`config.mk`:
```
export PLATFORM = sky130hd
export DESIGN_NAME = vra_cell
export DESIGN_NICKNAME = d
export VERILOG_FILES = /design/src/hw/rtl/value_rank_assignment_defines.svh /design/src/hw/rtl/vra_pkg.sv /design/src/hw/rtl/vra_cell.sv
export SDC_FILE = /design/constraint.sdc
export NUM_CORES = 1
export LEC_CHECK = 0
export BUFFER_PORTS_ARGS = -buffer_cell sky130_fd_sc_hd__buf_2
export CORE_MARGIN = 5
export CORE_UTILIZATION = 46
export CTS_CLUSTER_SIZE = 12
export DETAILED_ROUTE_END_ITERATION = 16
export PLACE_DENSITY = 0.79
export SLEW_MARGIN = 0
export SYNTH_ARGS = -nofsm -noshare
export SYNTH_HDL_FRONTEND = slang
export SYNTH_SLANG_ARGS = --single-unit
```
`constraint.sdc`:
```
create_clock -name clk -period 3.3 [get_ports clk]
set_input_delay 0.33 -clock clk [delete_from_list [all_inputs] [get_ports clk]]
set_output_delay 0.33 -clock clk [all_outputs]
set_load 0.02 [all_outputs]
```
`src/hw/rtl/value_rank_assignment_defines.svh`:
```
// assertion macros shared by the value rank assignment rtl
// no dependencies; the including module must provide clk and rst
`ifndef VALUE_RANK_ASSIGNMENT_DEFINES_SVH
`define VALUE_RANK_ASSIGNMENT_DEFINES_SVH

// condition holds at every clock edge outside reset
`define VRA_ASSERT_NOW(label, cond) \
  label: assert property (@(posedge clk) disable iff (rst) (cond)) \
    else $error("value rank assignment check failed");

// consequence holds in the cycle after the trigger
`define VRA_ASSERT_NEXT(label, trig, cons) \
  label: assert property (@(posedge clk) disable iff (rst) (trig) |=> (cons)) \
    else $error("value rank assignment check failed");

`endif

```
`src/hw/rtl/vra_pkg.sv`:
```
// shared types and constants for the value rank assignment block
// no dependencies
package vra_pkg;

  localparam int VAL_W  = 32;
  localparam int RANK_W = 6;

  // value travelling down the cell chain
  typedef struct packed {
    logic                    valid;
    logic signed [VAL_W-1:0] value;
    logic [RANK_W-1:0]       below;
  } tok_t;

  // per-cell contents moved toward the head during unload
  typedef struct packed {
    logic              full;
    logic [RANK_W-1:0] rank;
  } slot_t;

endpackage

```
`src/hw/rtl/vra_cell.sv`:
```
// one compare cell of the rank chain: holds a value and its running rank
// depends on vra_pkg
module vra_cell
  import vra_pkg::*;
(
  input  logic  clk,
  input  logic  rst,
  input  tok_t  tok_in,
  output tok_t  tok_out,
  input  logic  shift,
  input  slot_t slot_in,
  output slot_t slot_out
);

  logic                    full;
  logic [RANK_W-1:0]       rank;
  logic signed [VAL_W-1:0] value;
  logic                    gt;
  logic                    pass_valid;
  logic signed [VAL_W-1:0] pass_value;
  logic [RANK_W-1:0]       pass_below;

  assign gt       = value > tok_in.value;
  assign slot_out = '{full: full, rank: rank};
  assign tok_out  = '{valid: pass_valid, value: pass_value, below: pass_below};

  always_ff @(posedge clk) begin
    if (rst) begin
      full       <= 1'b0;
      pass_valid <= 1'b0;
    end else begin
      pass_valid <= tok_in.valid && full && !shift;
      if (shift) begin
        full <= slot_in.full;
      end else if (tok_in.valid && !full) begin
        full <= 1'b1;
      end
    end
  end

  always_ff @(posedge clk) begin
    pass_value <= tok_in.value;
    pass_below <= tok_in.below + RANK_W'(!gt);
    if (shift) begin
      rank <= slot_in.rank;
    end else if (tok_in.valid) begin
      if (full) begin
        if (gt) begin
          rank <= rank + RANK_W'(1);
        end
      end else begin
        value <= tok_in.value;
        rank  <= tok_in.below;
      end
    end
  end

endmodule

```
==> summary.txt, run 1 <==
CTS resizes: 0
Max VDD drop: 303 uV
Yosys warnings: 0
Worst reg2reg path endpoint: pass_below[4]
RSZ-0062 raised after global routing: no
Synth Register Bits: 78
First-pass iteration count of the detailed router: 4
Setup TNS Final: 0 ps
Row Count: 30
Net Count, Synth: 333
Post-synth top area cell: edfxtp_1
Clock Sinks: 78
Synthesized area: 0.00316 mm2
DRC viols: 0
Routed Wire Length: 5830 um
Initial antenna violation count: 0
Final instance area: 0.00392 mm2
Mapped Cells: 249
Ys flop type: dfxtp_1
Fin crit period: 2710 ps
CTS root buf: clkbuf_8
Required @ worst endpoint: 3570 ps
Setup Crit Path Kind: reg2reg
Max Fclk: 369 MHz
Layout Utilization: 58.3%
Overflow after GRT: 0
Finished Layout Cells: 437
Top area cells in the synthesized netlist: edfxtp_1 (36%), dfxtp_1 (25%), ha_1 (14%)
Hold Crit Depth: 1
Power Dens Cells: 518 mW/mm2
Worst path bufs/invs: 0
Final Max Slew Viols: 0
Nets: 436
IO Count: 95
Min-Delay Path Class: in2reg
Crit path max-delay family: adder cells
CTS tree: done
Skew final: 8.49 ps
Sequential fraction of the synthesis area: 61.5%
Post-route setup slack: 592 ps
CTS clk-pin slew, worst paths: 80 ps
Hold Vio Cnt, Final: 0
Reg2Reg Launch Point: value[10]
Worst Setup SP: value[10]
Startpoint Class: register
Commonest non-fill, non-tap cell in the layout: buf_2
GPL Wtd Cong: 0.763
Placed Area: 0.00373 mm2
Leak: 1.84 nW
CP most frequent cell: ha_1
Synth top area share: 36.1%
Post-detail-place hpwl: 4480 um
Deepest clock path buffer count: 2
Arr. time, crit path: 2980 ps
Crit share post-route: 82.1%
Die area: 0.00862 mm2
Global-route wire length before repair: 9460 um
Max-cap viol count: 0
Flop2flop setup slack: 590 ps
H-tree depth: 3
ANT cells: 0
Vias in the first global route: 2086
Setup crit end: pass_below[4]
Final setup vio count: 0
Hold_buf cts: 0
Most frequent cells in the layout: buf_2 (94), dfxtp_1 (40), edfxtp_1 (38)
Worst R2R Path Depth: 10
Die width: 92.9 um
Syn Area/Cell: 12.7 um2
Initial drt markers: 73
CP Max Fanout: 3
Netlist cell types: 38
Placed cell count: 421
Tot GR Track Use: 14.0%
Levels on crit path: 10
Crit-path max cell delay: 470 ps
Via density: 4.89
Hold WS: 112 ps
Tightest Pin Transition: 429 ps
Crit-path cells: ha_1 > nand4_1 > a2111oi_0 > a211o_1 > a211oi_1 > or3b_1 > ha_1 > ha_1 > nand3_1 > xnor2_1
Largest net degree at the start of global routing: 33
WL/cell: 13.3 um
Vias after detailed routing: 2137
Slew HR: 70.7%
Placeable Area: 0.00672 mm2
Area delta synth->final: 24.0%
Status: completed
# port buffers: 94
Skew-Pair Late Insertion Delay: 340 ps
Initial cell density of the core: 47.0%
Post-CTS Setup Bufs: 0
Critical path's slowest cell: a2111oi_0
Num CTS Buffers: 9
Die extent in y: 92.9 um
Layout cells sized above 1: 33.3%
Synth async-reset ratio: 0%
EDFF count, synth: 38
Pre-CTS setup slack: 502 ps
Critical path endpoint category: register
Routed Antenna Nets: 0
Overall Power: 2.03 mW
logic make-up (layout without fill, tap and decap cells):
group           Yosys count  count (layout)  share of synthesized area [%]
xor+xnor                  8               8                           2.22
buf+inv                  38             146                           4.75
mux                       1               1                          0.317
flops                    78              78                           61.5
simple gates             50              50                           10.1
compound gates           39              39                           7.21
fa+ha+maj                35              35                           13.9
report_power, final:
group | switching (mW) | internal (mW)
registers | 0.0223 | 1.08
logic | 0.168 | 0.110
clock network | 0.337 | 0.317
registers in the layout, indices dropped and copies added, names as in the netlist:
signal	count
value	32
full	1
pass_valid	1
pass_value	32
pass_below	6
rank	6
worst min path at each step:
stage                           endpoint        from  slack [ps]
after detailed placement   pass_value[3]   tok_in[9]         460
after global placement     pass_value[6]  tok_in[12]         460
after floorplan            pass_value[0]   tok_in[6]         360
final                     pass_value[27]  tok_in[33]         110
after CTS                 pass_value[27]  tok_in[33]          90
after global routing      pass_value[16]  tok_in[22]          80
synth_stat cells (2+ instances only):
cell type	instances
inv_1	33
nand4_4	3
edfxtp_1	38
clkbuf_1	2
nor2_1	10
buf_4	2
nand4_1	4
a211oi_1	2
a21oi_1	18
nand2_1	16
a21o_1	2
ha_1	35
xnor2_1	5
dfxtp_1	40
o21ai_1	7
o21ai_0	3
nand3_1	6
xor2_1	3
layer usage:
metal	vias to the layer above	wire length, um	part of all wire [%]	GRT usage [%]
met1	981	2640	45	18.1
met5	-	0	0	0
met3	4	515	8.8	6.26
met4	0	54	0.93	4.76
li1	1080	-	-	-
met2	72	2620	45	20.9
area by class of cell:
| type | count | area (um2) |
|---|---|---|
| multi-input cells | 133 | 1080 |
| inverters | 34 | 128 |
| flip-flops and latches | 78 | 1940 |
| clock inverters | 4 | 30.0 |
| fillers | 555 | 2800 |
| well taps | 80 | 100 |
| repair buffers | 96 | 485 |
| clock buffers | 12 | 155 |
No activity file was read; power rests on OpenSTA's default activity.
==> run 2: changes to the inputs <==
CORE_UTILIZATION = 51   (was 46)
PLACE_DENSITY = 0.83   (was 0.79)
clock period = 2.8 ns   (was 3.3 ns; I/O delays follow)
==> run 2 against run 1 <==
Against the previous run: final cell count fell by 0.69%; via count increased by 0.61%; design area rose by 1.5%; critical path depth is the same; setup slack worse by 400 ps; power up 23%; sequential share of layout area down 0.75 points; register-to-register slack got worse by 400 ps; sequential power rose by 18%; die area fell by 8.8%.
==> summary.txt, run 2 (synthesized netlist as in run 1, its figures left out) <==
Status: completed
Slew HR: 71.1% (+0.48 points)
Min-Delay Path Class: in2reg
Final setup vio count: 0 (unchanged)
Required @ worst endpoint: 3070 ps (-500 ps)
Final instance area: 0.00398 mm2 (+1.5%)
Layout cells sized above 1: 34.8% (+1.5 points)
Skew-Pair Late Insertion Delay: 340 ps (about the same)
Levels on crit path: 10 (unchanged)
Setup TNS Final: 0 ps (unchanged)
WL/cell: 14.1 um (+5.5%)
DRC viols: 0 (unchanged)
Startpoint Class: register
RSZ-0062 raised after global routing: no
Post-detail-place hpwl: 4620 um (+3.0%)
Initial cell density of the core: 53.0% (+6.0 points)
Initial drt markers: 74 (+1.4%)
Worst path bufs/invs: 0 (unchanged)
# fillers: 467 (-16%)
Placed cell count: 416 (-1.2%)
WHS Endpoint: pass_value[27]
Global-route wire length before repair: 9670 um (+2.3%)
Crit-path max cell delay: 380 ps (-90 ps)
Overflow after GRT: 0 (unchanged)
Row Count: 28 (-6.7%)
Setup Crit Path Kind: reg2reg
H-tree depth: 3 (unchanged)
Area delta synth->final: 26.0%
Leak: 1.87 nW (+1.6%)
# port buffers: 94 (unchanged)
Reg2Reg Launch Point: value[19]
Fin crit period: 2610 ps (-98.8 ps)
Largest regs: pass_value x32, value x32
Die extent in y: 88.7 um (-4.5%)
Hold WS: 62.0 ps (-50.2 ps)
CP most frequent cell: ha_1
Max-cap viol count: 0 (unchanged)
Clock share of power: 34.8% (+2.6 points)
Overall Power: 2.50 mW (+23%)
Power Dens Cells: 628 mW/mm2 (+21%)
Skew final: 6.82 ps (-1.67 ps)
CP Max Fanout: 3 (unchanged)
Tightest Pin Transition: 433 ps (+3.88 ps)
CTS tree: done
Routed Antenna Nets: 0 (unchanged)
CTS clk-pin slew, worst paths: 80 ps (about the same)
Finished Layout Cells: 434 (-0.69%)
Tot GR Track Use: 16.3% (+2.3 points)
Arr. time, crit path: 2880 ps (-100 ps)
Placed Area: 0.00373 mm2 (-0.17%)
Critical path endpoint category: register
IO Count: 95 (unchanged)
Via density: 4.95 (+1.3%)
Num CTS Buffers: 9 (unchanged)
Worst R2R Path Depth: 10 (unchanged)
Hold Crit Depth: 1 (unchanged)
ANT cells: 0 (unchanged)
Worst hold start: tok_in[33]
Nets: 438 (+0.46%)
Crit path max-delay family: simple AND/OR/NAND/NOR gates
Vias in the first global route: 2141 (+2.6%)
CTS root buf: clkbuf_8
First-pass iteration count of the detailed router: 4 (unchanged)
Routed Wire Length: 6110 um (+4.8%)
Largest net degree at the start of global routing: 33 (unchanged)
Commonest non-fill, non-tap cell in the layout: buf_2
Internal: 1.88 mW (+25%)
Flop2flop setup slack: 190 ps (-400 ps)
Max Fclk: 383 MHz (+3.8%)
GPL Wtd Cong: 0.819 (+7.4%)
Worst reg2reg path endpoint: pass_below[4]
Most frequent cells in the layout: buf_2 (94), dfxtp_1 (40), edfxtp_1 (38)
Deepest clock path buffer count: 2 (unchanged)
Flop pwr share: 51.8% (-2.3 points)
Crit share post-route: 93.2% (+11 points)
Crit-path cells: ha_1 > nand4_1 > nor4_4 > nor3b_2 > a211oi_2 > or3b_1 > ha_1 > ha_1 > nand3_1 > xnor2_1
Critical path's slowest cell: or3b_1
Die area: 0.00787 mm2 (-8.8%)
Hold Vio Cnt, Final: 0 (unchanged)
P_sw: 622 uW (+18%)
Vias after detailed routing: 2150 (+0.61%)
Final Max Slew Viols: 0 (unchanged)
Placeable Area: 0.00596 mm2 (-11%)
Die width: 88.7 um (-4.5%)
Max VDD drop: 481 uV (+59%)
Initial antenna violation count: 0 (unchanged)
Comb power frac: 13.3% (-0.4 points)
Clock Sinks: 78 (unchanged)
Sw frac: 24.9% (-1.1 points)
-- run 2: through the flow --
step / utilization (%) / setup slack (ps)
6_report: 66.8 / 191
5_1_grt: 66.8 / 8.73
4_1_cts: 66.3 / 46.0
3_5_place_dp: 62.6 / 31.7
3_3_place_gp: 62.6 / 185
2_1_floorplan: - / 344
-- run 2: layout make-up --
cell class                      instances  area (um2)  area share [%]
Tap cell                               75        93.8            2.36
Timing Repair Buffer                   98         500            12.6
Multi-Input combinational cell        133        1090            27.4
Clock buffer                           13         201            5.06
Inverter                               34         128            3.21
Sequential cell                        78        1940            48.8
Clock inverter                          3        21.3           0.535
-- run 2: metal layers --
layer | up-vias | GRT usage [%] | share of wire, %
met4 | 0 | 7.42 | 0.77
met2 | 73 | 27.5 | 49
li1 | 1088 | - | -
met3 | 4 | 3.63 | 6.7
met1 | 985 | 20.0 | 43
met5 | - | 0 | 0
-- run 2: worst reg2reg max path: stages, from the launching register on --
cell and delay [ps]:
edfxtp_1 370, ha_1 330, nand4_1 170, nor4_4 350
nor3b_2 230, a211oi_2 70, or3b_1 380, ha_1 220
ha_1 210, nand3_1 100, xnor2_1 110
-- run 2: how the worst max path moves through the flow --
stage | start | end | slack [ps]
detailed placement | tok_in[7] | pass_below[4] | 30
floorplan | value[31] | pass_below[4] | 340
CTS | value[1] | pass_below[4] | 50
global route | value[1] | pass_below[4] | 9
finish | value[19] | pass_below[4] | 190
global placement | tok_in[37] | pass_below[4] | 180
-- run 2: timing repair --
action	4_1_cts	5_1_grt
buffers inserted	0	2
hold buffers	0	0
gates resized for setup	0	4
setup endpoints to repair	0	2
-- run 2: power groups by stage --
stage	logic (mW)	clock network, mW	registers (mW)
final	0.333	0.870	1.30
after detailed placement	0.334	0	1.32
after global placement	0.322	0	1.32
after floorplan	0.145	0	1.38
after CTS	0.337	0.893	1.30
after global routing	0.376	0.947	1.30
==> run 3: changes to the inputs <==
CORE_ASPECT_RATIO = 1.1   (was default)
CORE_MARGIN = default   (was 5)
==> run 3 against run 2 <==
Against the previous run: wire length decreased by 7.3%; hold slack got worse by 1.5 ps; clock power decreased by 3.4%; critical endpoint unchanged.
==> summary.txt, run 3 (synthesized netlist as in run 1, its figures left out) <==
Fin crit period: 2650 ps (+40.0 ps)
Row Count: 29 (+3.6%)
Pre-CTS setup slack: 77.0 ps (+45.4 ps)
CTS root buf: clkbuf_8
Overflow after GRT: 0 (unchanged)
Final Max Slew Viols: 0 (unchanged)
Startpoint Class: register
Initial cell density of the core: 53.7% (+0.70 points)
Hold_buf cts: 0 (unchanged)
Routed Wire Length: 5660 um (-7.3%)
Layout cells sized above 1: 33.6% (-1.2 points)
Most frequent cells in the layout: buf_2 (94), dfxtp_1 (40), edfxtp_1 (38)
DRC viols: 0 (unchanged)
Tightest Pin Transition: 443 ps (+10.6 ps)
ANT cells: 0 (unchanged)
Placeable Area: 0.00588 mm2 (-1.3%)
Required @ worst endpoint: 3070 ps (about the same)
Critical path endpoint category: register
Num CTS Buffers: 9 (unchanged)
IO Count: 95 (unchanged)
CTS tree: done
Nets: 436 (-0.46%)
WL/cell: 13.1 um (-7.3%)
Initial drt markers: 73 (-1.4%)
Layout Utilization: 67.0% (+0.24 points)
Largest net degree at the start of global routing: 33 (unchanged)
Via density: 4.94 (-0.33%)
Vias in the first global route: 2058 (-3.9%)
Setup Crit Path Kind: reg2reg
GPL Wtd Cong: 0.750 (-8.4%)
Arr. time, crit path: 2920 ps (+40 ps)
Post-CTS Setup Bufs: 0 (unchanged)
Skew-Pair Late Insertion Delay: 340 ps (about the same)
Initial antenna violation count: 0 (unchanged)
Power Dens Cells: 626 mW/mm2 (-0.44%)
Commonest non-fill, non-tap cell in the layout: buf_2
Status: completed
Die width: 77.0 um (-13%)
Routed Antenna Nets: 0 (unchanged)
Slew HR: 70.4% (-0.71 points)
Max Fclk: 377 MHz (-1.5%)
Hold Vio Cnt, Final: 0 (unchanged)
Deepest clock path buffer count: 2 (unchanged)
Clock Sinks: 78 (unchanged)
Min-Delay Path Class: in2reg
CTS resizes: 0 (unchanged)
Post-detail-place hpwl: 4230 um (-8.3%)
Area delta synth->final: 24.8%
Global-route wire length before repair: 9150 um (-5.4%)
First-pass iteration count of the detailed router: 4 (unchanged)
Max-cap viol count: 0 (unchanged)
Leak: 1.85 nW (-1.1%)
Largest regs: pass_value x32, value x32
Die area: 0.00651 mm2 (-17%)
Crit share post-route: 94.6% (+1.4 points)
# port buffers: 94 (unchanged)
Overall Power: 2.46 mW (-1.4%)
Die extent in y: 84.5 um (-4.7%)
Skew final: 9.09 ps (+2.27 ps)
H-tree depth: 3 (unchanged)
Vias after detailed routing: 2143 (-0.33%)
Final setup vio count: 0 (unchanged)
Max VDD drop: 462 uV (-4.0%)
CP Max Fanout: 3 (unchanged)
Placed Area: 0.00373 mm2 (about the same)
Post-route setup slack: 151 ps (-40.0 ps)
Tot GR Track Use: 18.4% (+2.1 points)
Final instance area: 0.00394 mm2 (-0.94%)
CTS clk-pin slew, worst paths: 80 ps (about the same)
run 3: stage by stage:
step | cells | setup TNS [ps] | hold WS (ps)
2_1_floorplan | 249 | 0 | 308
3_3_place_gp | 418 | 0 | 409
3_5_place_dp | 418 | 0 | 409
4_1_cts | 434 | 0 | 46.9
5_1_grt | 434 | -4.75 | 32.9
6_report | 434 | 0 | 60.5
run 3: metal layers:
metal	vias to the layer above	GRT usage (%)	wire length [um]
li1	1080	-	-
met2	66	30.8	2760
met4	0	7.72	89
met1	989	21.9	2510
met3	8	6.09	308
met5	-	0	0
run 3: layout make-up:
| type | count | area [um2] |
|---|---|---|
| multi-input cells | 133 | 1090 |
| flip-flops and latches | 78 | 1940 |
| clock inverters | 3 | 43.8 |
| repair buffers | 96 | 485 |
| inverters | 34 | 128 |
| well taps | 77 | 96.3 |
| fillers | 467 | 1940 |
| clock buffers | 13 | 159 |
run 3: path summary, 6_finish.rpt:
| check | startpoint | to | slack (ps) | cells after the start |
|---|---|---|---|---|
| hold reg to reg | full | pass_valid | 700 | 2 |
| setup / recovery | value[10] | pass_below[4] | 150 | 10 |
| hold / removal | tok_in[11] | pass_value[5] | 60 | 1 |
| setup reg to reg | value[10] | pass_below[4] | 150 | 10 |
run 3: power by group:
part,internal [mW],switching [mW]
clock,0.462,0.378
combinational,0.130,0.201
sequential,1.27,0.0264
run 3: worst max-delay path: stages (launching register included):
cell and delay, ps:
edfxtp_1 380, ha_1 340, nand4_1 180, a2111oi_2 420, a211o_1 150, a211oi_1 80
or3b_1 390, ha_1 220, ha_1 220, nand3_1 100, xnor2_1 110
